### config.mk
export PLATFORM = sky130hd
export DESIGN_NAME = bisection_root_finder_core
export DESIGN_NICKNAME = d
export VERILOG_FILES = /design/src/rtl/core/brf_pkg.sv /design/src/rtl/core/brf_ctrl.sv /design/src/rtl/core/brf_dp.sv /design/src/rtl/core/bisection_root_finder_core.sv
export SDC_FILE = /design/constraint.sdc
export NUM_CORES = 2
export LEC_CHECK = 0
export BUFFER_PORTS_ARGS = -buffer_cell sky130_fd_sc_hd__buf_2
export CAP_MARGIN = 20
export CORE_AREA = 2 2 280 351
export DETAILED_ROUTE_END_ITERATION = 7
export DIE_AREA = 0 0 282 353
export PLACE_DENSITY = 0.84
export SLEW_MARGIN = 15
export SYNTH_ARGS = -nofsm -noshare
export SYNTH_HDL_FRONTEND = slang
export SYNTH_HIERARCHICAL = 1
export SYNTH_SLANG_ARGS = --single-unit
export TNS_END_PERCENT = 20
### constraint.sdc
create_clock -name clk_i -period 16.2 [get_ports clk_i]
set_input_delay 4.05 -clock clk_i [delete_from_list [all_inputs] [get_ports clk_i]]
set_output_delay 4.05 -clock clk_i [all_outputs]
set_load 0.01 [all_outputs]
### src/rtl/core/brf_pkg.sv
// shared types, constants and the fixed-point f(x) helper for the bisection root finder
package brf_pkg;

  // fixed-point formats
  localparam int FRAC_BITS = 24;
  localparam int X_W       = 32;
  localparam int F_W       = 48;
  localparam int TOL_W     = 31;
  localparam int ITER_W    = 6;
  localparam int STATUS_W  = 3;
  localparam int SQ_W      = 2 * X_W;

  // iteration cap, 1 to 64
  localparam int MAX_ITER = 48;
  localparam logic [ITER_W-1:0] LAST_ITER = ITER_W'(MAX_ITER - 1);

  localparam logic [TOL_W-1:0] TOL_RESET = TOL_W'(16384);

  // row status codes
  localparam logic [STATUS_W-1:0] ST_ITERATING  = 3'd0;
  localparam logic [STATUS_W-1:0] ST_FMID_SMALL = 3'd1;
  localparam logic [STATUS_W-1:0] ST_WIDTH_STOP = 3'd2;
  localparam logic [STATUS_W-1:0] ST_CAP        = 3'd3;
  localparam logic [STATUS_W-1:0] ST_NO_CHANGE  = 3'd4;
  localparam logic [STATUS_W-1:0] ST_END_ROOT   = 3'd5;
  localparam logic [STATUS_W-1:0] ST_NARROW     = 3'd6;

  // squarer operand select
  localparam logic [1:0] SEL_LEFT  = 2'd0;
  localparam logic [1:0] SEL_RIGHT = 2'd1;
  localparam logic [1:0] SEL_MID   = 2'd2;

  // commands from controller to datapath
  typedef struct packed {
    logic       load;
    logic       mul_en;
    logic [1:0] mul_sel;
    logic       fl_en;
    logic       fr_en;
    logic       mid_en;
    logic       fm_en;
    logic       emit_reject;
    logic       emit_row;
  } brf_cmd_t;

  // status from datapath to controller
  typedef struct packed {
    logic reject;
    logic stop;
    logic out_free;
  } brf_sts_t;

  // f(x) = (x*x >> FRAC_BITS) - 2, from the registered square, saturated to F_W bits
  function automatic logic signed [F_W-1:0] f_of_sq(input logic [SQ_W-1:0] sq);
    logic [SQ_W-1:0]      sh;
    logic signed [SQ_W+1:0] r;
    logic signed [SQ_W+1:0] f_max;
    logic signed [SQ_W+1:0] f_min;
    sh    = sq >> FRAC_BITS;
    r     = $signed({2'b00, sh}) - ((SQ_W+2)'(2) <<< FRAC_BITS);
    f_max = (SQ_W+2)'({1'b0, {(F_W-1){1'b1}}});
    f_min = -f_max - (SQ_W+2)'(1);
    if (r > f_max) begin
      return {1'b0, {(F_W-1){1'b1}}};
    end else if (r < f_min) begin
      return {1'b1, {(F_W-1){1'b0}}};
    end else begin
      return r[F_W-1:0];
    end
  endfunction

  // absolute difference of two signed x values
  function automatic logic [X_W-1:0] abs_diff(input logic signed [X_W-1:0] a,
                                               input logic signed [X_W-1:0] b);
    logic signed [X_W:0] d;
    d = (a > b) ? ({a[X_W-1], a} - {b[X_W-1], b}) : ({b[X_W-1], b} - {a[X_W-1], a});
    return d[X_W-1:0];
  endfunction

endpackage

### src/rtl/core/brf_ctrl.sv
// controller state machine sequencing the bisection datapath
module brf_ctrl (
  input  logic              clk_i,
  input  logic              rst_ni,
  input  logic              in_valid_i,
  output logic              in_ready_o,
  input  brf_pkg::brf_sts_t sts_i,
  output brf_pkg::brf_cmd_t cmd_o
);

  localparam logic [3:0] S_IDLE = 4'd0;
  localparam logic [3:0] S_FA   = 4'd1;
  localparam logic [3:0] S_FB   = 4'd2;
  localparam logic [3:0] S_FR   = 4'd3;
  localparam logic [3:0] S_DEC  = 4'd4;
  localparam logic [3:0] S_MID  = 4'd5;
  localparam logic [3:0] S_MUL  = 4'd6;
  localparam logic [3:0] S_FM   = 4'd7;
  localparam logic [3:0] S_EVAL = 4'd8;

  logic [3:0] state_q, state_d;

  assign in_ready_o = (state_q == S_IDLE);

  // next state and command decode
  always_comb begin
    state_d = state_q;
    cmd_o   = '0;
    case (state_q)
      S_IDLE: begin
        if (in_valid_i) begin
          cmd_o.load = 1'b1;
          state_d    = S_FA;
        end
      end
      S_FA: begin
        cmd_o.mul_en  = 1'b1;
        cmd_o.mul_sel = brf_pkg::SEL_LEFT;
        state_d       = S_FB;
      end
      S_FB: begin
        cmd_o.fl_en   = 1'b1;
        cmd_o.mul_en  = 1'b1;
        cmd_o.mul_sel = brf_pkg::SEL_RIGHT;
        state_d       = S_FR;
      end
      S_FR: begin
        cmd_o.fr_en = 1'b1;
        state_d     = S_DEC;
      end
      S_DEC: begin
        if (!sts_i.reject) begin
          state_d = S_MID;
        end else if (sts_i.out_free) begin
          cmd_o.emit_reject = 1'b1;
          state_d           = S_IDLE;
        end
      end
      S_MID: begin
        cmd_o.mid_en = 1'b1;
        state_d      = S_MUL;
      end
      S_MUL: begin
        cmd_o.mul_en  = 1'b1;
        cmd_o.mul_sel = brf_pkg::SEL_MID;
        state_d       = S_FM;
      end
      S_FM: begin
        cmd_o.fm_en = 1'b1;
        state_d     = S_EVAL;
      end
      S_EVAL: begin
        if (sts_i.out_free) begin
          cmd_o.emit_row = 1'b1;
          state_d        = sts_i.stop ? S_IDLE : S_MID;
        end
      end
      default: begin
        state_d = S_IDLE;
      end
    endcase
  end

  // state register
  always_ff @(posedge clk_i or negedge rst_ni) begin
    if (!rst_ni) begin
      state_q <= S_IDLE;
    end else begin
      state_q <= state_d;
    end
  end

endmodule

### src/rtl/core/brf_dp.sv
// datapath: interval registers, shared squarer, stop tests and the output register
module brf_dp (
  input  logic                                 clk_i,
  input  logic                                 rst_ni,
  input  brf_pkg::brf_cmd_t                    cmd_i,
  output brf_pkg::brf_sts_t                    sts_o,
  input  logic                                 cfg_valid_i,
  input  logic [brf_pkg::TOL_W-1:0]            cfg_tolerance_i,
  input  logic signed [brf_pkg::X_W-1:0]       left_end_i,
  input  logic signed [brf_pkg::X_W-1:0]       right_end_i,
  output logic                                 out_valid_o,
  input  logic                                 out_ready_i,
  output logic [brf_pkg::ITER_W-1:0]           iteration_o,
  output logic signed [brf_pkg::X_W-1:0]       row_left_o,
  output logic signed [brf_pkg::X_W-1:0]       row_right_o,
  output logic signed [brf_pkg::F_W-1:0]       f_left_o,
  output logic signed [brf_pkg::F_W-1:0]       f_right_o,
  output logic signed [brf_pkg::X_W-1:0]       midpoint_o,
  output logic signed [brf_pkg::F_W-1:0]       f_mid_o,
  output logic [brf_pkg::X_W-1:0]              width_o,
  output logic [brf_pkg::STATUS_W-1:0]         status_o,
  output logic                                 last_o
);

  localparam int XW = brf_pkg::X_W;
  localparam int FW = brf_pkg::F_W;

  logic [brf_pkg::TOL_W-1:0]    tol_q;
  logic signed [XW-1:0]         left_q, right_q, mid_q;
  logic signed [FW-1:0]         fl_q, fr_q, fm_q;
  logic [brf_pkg::SQ_W-1:0]     sq_q;
  logic [brf_pkg::ITER_W-1:0]   iter_q;
  logic                         out_valid_q;
  logic [brf_pkg::ITER_W-1:0]   o_iter_q;
  logic signed [XW-1:0]         o_left_q, o_right_q, o_mid_q;
  logic signed [FW-1:0]         o_fl_q, o_fr_q, o_fm_q;
  logic [XW-1:0]                o_width_q;
  logic [brf_pkg::STATUS_W-1:0] o_status_q;
  logic                         o_last_q;

  logic signed [XW-1:0]         mul_op;
  logic [XW-1:0]                mul_mag;
  logic signed [XW:0]           mid_sum;
  logic [XW-1:0]                cur_width;
  logic [XW:0]                  tol_x;
  logic [FW-1:0]                fm_mag;
  logic                         fm_small;
  logic                         go_right;
  logic signed [XW-1:0]         new_left, new_right;
  logic [XW-1:0]                new_width;
  logic                         width_stop;
  logic                         cap_stop;
  logic [brf_pkg::STATUS_W-1:0] row_status;
  logic [brf_pkg::STATUS_W-1:0] rej_status;
  logic                         end_root, same_sign;
  logic                         emit;

  // tolerance register
  always_ff @(posedge clk_i or negedge rst_ni) begin
    if (!rst_ni) begin
      tol_q <= brf_pkg::TOL_RESET;
    end else if (cfg_valid_i) begin
      tol_q <= cfg_tolerance_i;
    end
  end

  // squarer: magnitude of the selected operand, one 32x32 product per cycle while mul_en is set
  always_comb begin
    case (cmd_i.mul_sel)
      brf_pkg::SEL_LEFT:  mul_op = left_q;
      brf_pkg::SEL_RIGHT: mul_op = right_q;
      brf_pkg::SEL_MID:   mul_op = mid_q;
      default:            mul_op = mid_q;
    endcase
    mul_mag = mul_op[XW-1] ? (~mul_op + XW'(1)) : mul_op;
  end

  always_ff @(posedge clk_i) begin
    if (cmd_i.mul_en) begin
      sq_q <= {{XW{1'b0}}, mul_mag} * {{XW{1'b0}}, mul_mag};
    end
  end

  // bolzano check on the endpoint values
  assign cur_width  = brf_pkg::abs_diff(left_q, right_q);
  assign tol_x      = {{(XW + 1 - brf_pkg::TOL_W){1'b0}}, tol_q};
  assign end_root   = (fl_q == '0) || (fr_q == '0);
  assign same_sign  = (fl_q[FW-1] == fr_q[FW-1]);

  always_comb begin
    if (end_root) begin
      rej_status = brf_pkg::ST_END_ROOT;
    end else if (same_sign) begin
      rej_status = brf_pkg::ST_NO_CHANGE;
    end else begin
      rej_status = brf_pkg::ST_NARROW;
    end
  end

  // midpoint, floor of the half sum
  assign mid_sum = {left_q[XW-1], left_q} + {right_q[XW-1], right_q};

  // step evaluation: midpoint test, interval update and the stop reason
  assign fm_mag   = fm_q[FW-1] ? (~fm_q + FW'(1)) : fm_q;
  assign fm_small = (fm_mag < {{(FW - brf_pkg::TOL_W){1'b0}}, tol_q});
  assign go_right = (fl_q[FW-1] && !fm_q[FW-1] && (fm_q != '0)) ||
                    (!fl_q[FW-1] && (fl_q != '0) && fm_q[FW-1]);
  assign new_left   = go_right ? left_q : mid_q;
  assign new_right  = go_right ? mid_q : right_q;
  assign new_width  = brf_pkg::abs_diff(new_left, new_right);
  assign width_stop = ({1'b0, new_width} <= tol_x);
  assign cap_stop   = (iter_q == brf_pkg::LAST_ITER);

  always_comb begin
    if (fm_small) begin
      row_status = brf_pkg::ST_FMID_SMALL;
    end else if (width_stop) begin
      row_status = brf_pkg::ST_WIDTH_STOP;
    end else if (cap_stop) begin
      row_status = brf_pkg::ST_CAP;
    end else begin
      row_status = brf_pkg::ST_ITERATING;
    end
  end

  // working registers
  always_ff @(posedge clk_i) begin
    if (cmd_i.load) begin
      left_q  <= left_end_i;
      right_q <= right_end_i;
    end else if (cmd_i.emit_row && !fm_small) begin
      left_q  <= new_left;
      right_q <= new_right;
    end
    if (cmd_i.fl_en) begin
      fl_q <= brf_pkg::f_of_sq(sq_q);
    end else if (cmd_i.emit_row && !fm_small && !go_right) begin
      fl_q <= fm_q;
    end
    if (cmd_i.fr_en) begin
      fr_q <= brf_pkg::f_of_sq(sq_q);
    end else if (cmd_i.emit_row && !fm_small && go_right) begin
      fr_q <= fm_q;
    end
    if (cmd_i.mid_en) begin
      mid_q <= mid_sum[XW:1];
    end
    if (cmd_i.fm_en) begin
      fm_q <= brf_pkg::f_of_sq(sq_q);
    end
  end

  // row counter
  always_ff @(posedge clk_i or negedge rst_ni) begin
    if (!rst_ni) begin
      iter_q <= '0;
    end else if (cmd_i.load) begin
      iter_q <= '0;
    end else if (cmd_i.emit_row) begin
      iter_q <= iter_q + brf_pkg::ITER_W'(1);
    end
  end

  // output register, filled when empty or drained in the same cycle
  assign emit = cmd_i.emit_row || cmd_i.emit_reject;

  always_ff @(posedge clk_i or negedge rst_ni) begin
    if (!rst_ni) begin
      out_valid_q <= 1'b0;
    end else if (emit) begin
      out_valid_q <= 1'b1;
    end else if (out_ready_i) begin
      out_valid_q <= 1'b0;
    end
  end

  always_ff @(posedge clk_i) begin
    if (emit) begin
      o_iter_q  <= iter_q;
      o_left_q  <= left_q;
      o_right_q <= right_q;
      o_fl_q    <= fl_q;
      o_fr_q    <= fr_q;
      o_width_q <= cur_width;
      if (cmd_i.emit_reject) begin
        o_mid_q    <= '0;
        o_fm_q     <= '0;
        o_status_q <= rej_status;
        o_last_q   <= 1'b1;
      end else begin
        o_mid_q    <= mid_q;
        o_fm_q     <= fm_q;
        o_status_q <= row_status;
        o_last_q   <= (row_status != brf_pkg::ST_ITERATING);
      end
    end
  end

  // status to the controller
  assign sts_o.reject   = end_root || same_sign || ({1'b0, cur_width} <= tol_x);
  assign sts_o.stop     = (row_status != brf_pkg::ST_ITERATING);
  assign sts_o.out_free = !out_valid_q || out_ready_i;

  assign out_valid_o = out_valid_q;
  assign iteration_o = o_iter_q;
  assign row_left_o  = o_left_q;
  assign row_right_o = o_right_q;
  assign f_left_o    = o_fl_q;
  assign f_right_o   = o_fr_q;
  assign midpoint_o  = o_mid_q;
  assign f_mid_o     = o_fm_q;
  assign width_o     = o_width_q;
  assign status_o    = o_status_q;
  assign last_o      = o_last_q;

endmodule

### src/rtl/core/bisection_root_finder_core.sv
// top level of the bisection root finder for f(x) = x*x - 2 in fixed point
//
//   channel  handshake                 payload
//   in       in_valid_i / in_ready_o   left_end_i, right_end_i (Q8.24)
//   out      out_valid_o / out_ready_i iteration_o .. last_o, one row per step
//   cfg      cfg_valid_i / cfg_ready_o cfg_tolerance_i (unsigned Q7.24, 31 bits)
//
// one search at a time: endpoint evaluation and sign check (states FA, FB, FR,
// DEC), then one emitted row per step of midpoint, square, f value and evaluate
// (states MID, MUL, FM, EVAL), all sharing the single 32x32 squarer.
// a finished row sits in the output register while the next step is worked on;
// a stalled output holds the controller in its decide or evaluate state.
// reset clears the controller, the output valid and sets tolerance to 16384.
module bisection_root_finder_core (
  input  logic                                 clk_i,
  input  logic                                 rst_ni,
  input  logic                                 in_valid_i,
  output logic                                 in_ready_o,
  input  logic signed [brf_pkg::X_W-1:0]       left_end_i,
  input  logic signed [brf_pkg::X_W-1:0]       right_end_i,
  output logic                                 out_valid_o,
  input  logic                                 out_ready_i,
  output logic [brf_pkg::ITER_W-1:0]           iteration_o,
  output logic signed [brf_pkg::X_W-1:0]       row_left_o,
  output logic signed [brf_pkg::X_W-1:0]       row_right_o,
  output logic signed [brf_pkg::F_W-1:0]       f_left_o,
  output logic signed [brf_pkg::F_W-1:0]       f_right_o,
  output logic signed [brf_pkg::X_W-1:0]       midpoint_o,
  output logic signed [brf_pkg::F_W-1:0]       f_mid_o,
  output logic [brf_pkg::X_W-1:0]              width_o,
  output logic [brf_pkg::STATUS_W-1:0]         status_o,
  output logic                                 last_o,
  input  logic                                 cfg_valid_i,
  output logic                                 cfg_ready_o,
  input  logic [brf_pkg::TOL_W-1:0]            cfg_tolerance_i
);

  brf_pkg::brf_cmd_t cmd;
  brf_pkg::brf_sts_t sts;

  // tolerance writes are always taken
  assign cfg_ready_o = 1'b1;

  // sequencer
  brf_ctrl u_ctrl (
    .clk_i      (clk_i),
    .rst_ni     (rst_ni),
    .in_valid_i (in_valid_i),
    .in_ready_o (in_ready_o),
    .sts_i      (sts),
    .cmd_o      (cmd)
  );

  // datapath and output register
  brf_dp u_dp (
    .clk_i           (clk_i),
    .rst_ni          (rst_ni),
    .cmd_i           (cmd),
    .sts_o           (sts),
    .cfg_valid_i     (cfg_valid_i),
    .cfg_tolerance_i (cfg_tolerance_i),
    .left_end_i      (left_end_i),
    .right_end_i     (right_end_i),
    .out_valid_o     (out_valid_o),
    .out_ready_i     (out_ready_i),
    .iteration_o     (iteration_o),
    .row_left_o      (row_left_o),
    .row_right_o     (row_right_o),
    .f_left_o        (f_left_o),
    .f_right_o       (f_right_o),
    .midpoint_o      (midpoint_o),
    .f_mid_o         (f_mid_o),
    .width_o         (width_o),
    .status_o        (status_o),
    .last_o          (last_o)
  );

  // an accepted item makes the block busy
  assert property (@(posedge clk_i) disable iff (!rst_ni)
    in_valid_i && in_ready_o |=> !in_ready_o)
    else $error("input taken while search still running");

  // a pending row that is not the last one means the search is still running
  assert property (@(posedge clk_i) disable iff (!rst_ni)
    out_valid_o && !last_o |-> !in_ready_o)
    else $error("controller idle with an unfinished search");

  // rejection codes only appear on the first row
  assert property (@(posedge clk_i) disable iff (!rst_ni)
    out_valid_o && (iteration_o != '0) |->
      (status_o != brf_pkg::ST_NO_CHANGE) && (status_o != brf_pkg::ST_END_ROOT) &&
      (status_o != brf_pkg::ST_NARROW))
    else $error("rejection status on a later row");

endmodule

==> results by group <==
Finish
  • Area added between synthesis and finish: 7.96%
  • Fraction of final layout cells sized beyond drive strength 1: 11.8%
  • Final cell area excluding filler cells: 66900 um2
  • Filler cell count: 7257
  • Final net count: 7910

Routing
  • DR vias: 47718
  • Vias per cell: 6.11
  • Wire per inst: 25.4 um
  • DRC marker count from the first detailed-route iteration: 5192
  • Count of TritonRoute iterations in the first routing pass: 7
  • Routed WL: 198000 um
  • Antenna Violating Nets Remaining: 0
  • DRC violations left: 0

Worst setup path
  • Crit path top cell by count: fa_1
  • Worst endpoint data arrival time: 14.25 ns
  • Buf+Inv Stages, Crit Path: 4
  • Nature of the critical path endpoint: register
  • Critical Path Fanout Max: 23
  • Top cell family by delay on the critical path: adder cells
  • R2R Setup Slk: 2.32 ns
  • Number of cells on the critical path: 33
  • CP Launch Type: register
  • Required time at the worst-slack endpoint: 16.57 ns
  • Critical Setup Path Class: register to register
  • Max incr delay on CP: 0.77 ns
  • RR Startpoint: u_ctrl/state_q[3]
  • Terminus of the critical flop-to-flop path: u_dp/sq_q[61]
  • End of the critical path: u_dp/sq_q[61]
  • Worst Reg2Reg Path Length in Cells: 33
  • Critical path's slowest cell: mux2i_1
  • Crit path launch: u_ctrl/state_q[3]

STA
  • Setup repair after global routing missed its margin: no
  • Final worst clock skew: 0.0417 ns
  • Final Critical Period: 13.88 ns
  • Final Cycle Share: 85.7%
  • Slew at the pin with the worst max-slew slack: 1.15 ns
  • Max-slew headroom: 22.7%
  • Setup Viol. Count Final: 0
  • Final-layout setup total negative slack: 0 ns
  • Maximum clock frequency: 72.1 MHz
  • Final count of pins violating max slew: 0
  • Final count of hold timing violations: 0

GRT
  • GRT Util Overall: 40.4%
  • Wire length of the first global-routing pass: 298000 um
  • Maximum number of pins on one net before global-route repair: 80
  • Initial antenna violation count: 5
  • Overflow left after global routing: 0
  • Via count of the first global-routing pass: 49620

Clock network
  • Total of cells resized after clock tree synthesis: 0
  • Post-CTS setup repair buffer count: 0
  • CTS Sinks: 562
  • Htree depth: 2
  • Inserted Clock Buffers: 49
  • Clock insertion delay at the later pin of the skew report: 0.63 ns
  • Max clock buf depth: 3
  • CTS tree: built
  • Cell chosen for the clock root: clkbuf_16
  • Clock transition at the registers of the reported paths: 0.07 ns
  • Number of hold buffers added after CTS: 0

Synth
  • Number of flops mapped to enable cells by yosys: 520
  • Average size of a mapped cell: 10.0 um2
  • Commonest register cell after synthesis: edfxtp_1
  • Number of warning messages in the yosys log: 6
  • Netlist cell types: 86
  • Cell count after synthesis: 6185
  • Fraction of registers with async set/reset: 7.47%
  • Summed instance area of the synthesized netlist: 62000 um2
  • Flip-flop and latch count after synthesis: 562
  • Sequential fraction of the synthesis area: 26.9%

Floorplanning
  • Boundary pin count: 385
  • Core area: 96600 um2
  • Die H: 353 um
  • Standard-cell rows: 128
  • Area of the die: 99500 um2
  • Initial core utilization: 64.2%
  • Die W: 282 um

Placed design
  • Placed wire-length estimate: 158000 um
  • Number of input and output port buffers inserted: 383
  • Final RePlAce weighted congestion: 1.03
  • Standard cell area after detailed placement: 65300 um2

Hold path
  • Tightest Hold Check Type: register to register

Status
  • Result of the run: finished, final reports clean

Flow run
  • Maximum Capacitance Violations: 0
## final cells by class
cell class | count | area [um2] | share of cell area, %
Multi-Input combinational cell | 4103 | 39700 | 59.3
Sequential cell | 562 | 16700 | 24.9
Inverter | 1292 | 4850 | 7.25
Timing Repair Buffer | 458 | 2490 | 3.73
Tap cell | 1300 | 1630 | 2.43
Clock buffer | 56 | 1250 | 1.87
Clock inverter | 35 | 313 | 0.468
Antenna cell | 1 | 2.50 | 0.00374
## cells in the mapped netlist (12+ instances only)
library cell	n	area, um2
nand2b_1	31	194
nor2_1	435	1630
o21ai_1	22	110
buf_2	30	150
mux2i_1	61	611
clkinv_1	14	52.6
nand4_1	67	419
o211ai_1	17	128
a21oi_1	328	1640
dfrtp_1	41	1030
nor4_1	45	282
nand3_1	47	235
nor3_1	50	250
mux2_2	161	1810
o21ai_0	185	926
xor2_1	64	561
nor2b_1	106	663
ha_1	544	6810
or2_2	12	75.1
a211oi_1	23	173
nand2_1	450	1690
o31ai_1	22	165
a31oi_1	27	169
a21o_1	125	938
edfxtp_1	520	15600
and2_1	12	75.1
clkbuf_1	185	694
o21a_1	26	195
and3_1	19	119
buf_4	23	173
inv_1	1275	4790
o21bai_1	59	443
fa_1	800	16000
xnor2_1	175	1530
## cell usage in the layout (no fill, tap or decap), types with 11 or more instances in the layout
cell type     n
a21o_1      125
nor4_1       45
a31o_2       11
clkinv_2     12
o21bai_1     58
a21oi_1     328
nand4_1      67
dfrtp_1      41
o31ai_1      22
nand3_1      47
and3_1       19
xnor2_1     167
nor2_1      430
ha_1        544
a211oi_1     23
or2_2        11
xor2_1       61
o21ai_0     185
a31oi_1      27
mux2_2      161
and2_1       11
o21ai_1      21
o21a_1       26
nor3_1       47
clkinv_1     21
nand2b_1     30
buf_4        74
inv_1      1275
buf_2       383
or4_1        11
nor2b_1     105
fa_1        800
or3_1        11
clkbuf_16    49
edfxtp_1    520
nand2_1     450
o211ai_1     17
conb_1       26
mux2i_1      61
## cell families after synthesis
family	after synthesis	synth area share [%]
buffers and inverters	1543	9.57
adders and majority gates	1344	36.8
and+or+nand+nor	1325	9.74
AOI/OAI and AO/OA	943	9.52
DFF	562	26.9
xor gates and xnor gates	242	3.46
muxes	223	3.95
other	3	0.0182
## metrics by stage
step / cells / utilization, % / setup slack, ns / hold slack (ns)
2_1_floorplan: 6208 / - / 5.18 / 0.427
3_3_place_gp: 7714 / 67.6 / 2.77 / 0.430
3_5_place_dp: 7714 / 67.6 / 2.59 / 0.434
4_1_cts: 7805 / 69.2 / 2.56 / 0.449
5_1_grt: 7806 / 69.3 / 2.04 / 0.466
6_report: 7807 / 69.3 / 2.32 / 0.450
## metal layers
| metal | vias to the layer above | wire length (um) | GRT usage, % |
|---|---|---|---|
| li1 | 20546 | - | - |
| met1 | 23327 | 67300 | 47.8 |
| met2 | 2951 | 92500 | 65.8 |
| met3 | 894 | 19100 | 7.26 |
| met4 | 0 | 19400 | 30.5 |
| met5 | - | 0 | 0 |
## worst reg2reg max path, delay by kind of cell (launching register included)
family                   cells  cell delay, ns
AND/OR/NAND/NOR             12            4.30
adder cells (fa/ha/maj)      9            4.38
multiplexers                 1            0.78
buffers and inverters        4            1.48
flip-flops                   1            0.56
XOR/XNOR                     2            0.80
AO/OA/AOI/OAI                5            1.32
## sequential cells by signal (all words and copies together) (netlist names), 40 cells and up
signal / flops
u_dp/fr_q: 41
u_dp/f_right_o: 41
u_dp/sq_q: 40
u_dp/fm_q: 41
u_dp/f_left_o: 41
u_dp/f_mid_o: 41
u_dp/fl_q: 41
## worst min-delay path by stage
| stage | from | endpoint | slack [ns] | depth (start not counted) |
|---|---|---|---|---|
| final | u_dp/fl_q[14] | u_dp/f_left_o[14] | 0.45 | 0 |
| after global placement | u_dp/fr_q[33] | u_dp/f_right_o[33] | 0.43 | 0 |
| after floorplan | u_dp/fl_q[0] | u_dp/f_left_o[0] | 0.43 | 0 |
| after CTS | u_dp/fl_q[14] | u_dp/f_left_o[14] | 0.45 | 0 |
| after global routing | u_dp/fl_q[5] | u_dp/f_left_o[5] | 0.47 | 0 |
| after detailed placement | u_dp/fl_q[14] | u_dp/f_left_o[14] | 0.43 | 0 |
Power is left out: the tool's default activity adds up to more than one toggle a clock period on the data nets, which glitch-free logic cannot reach.
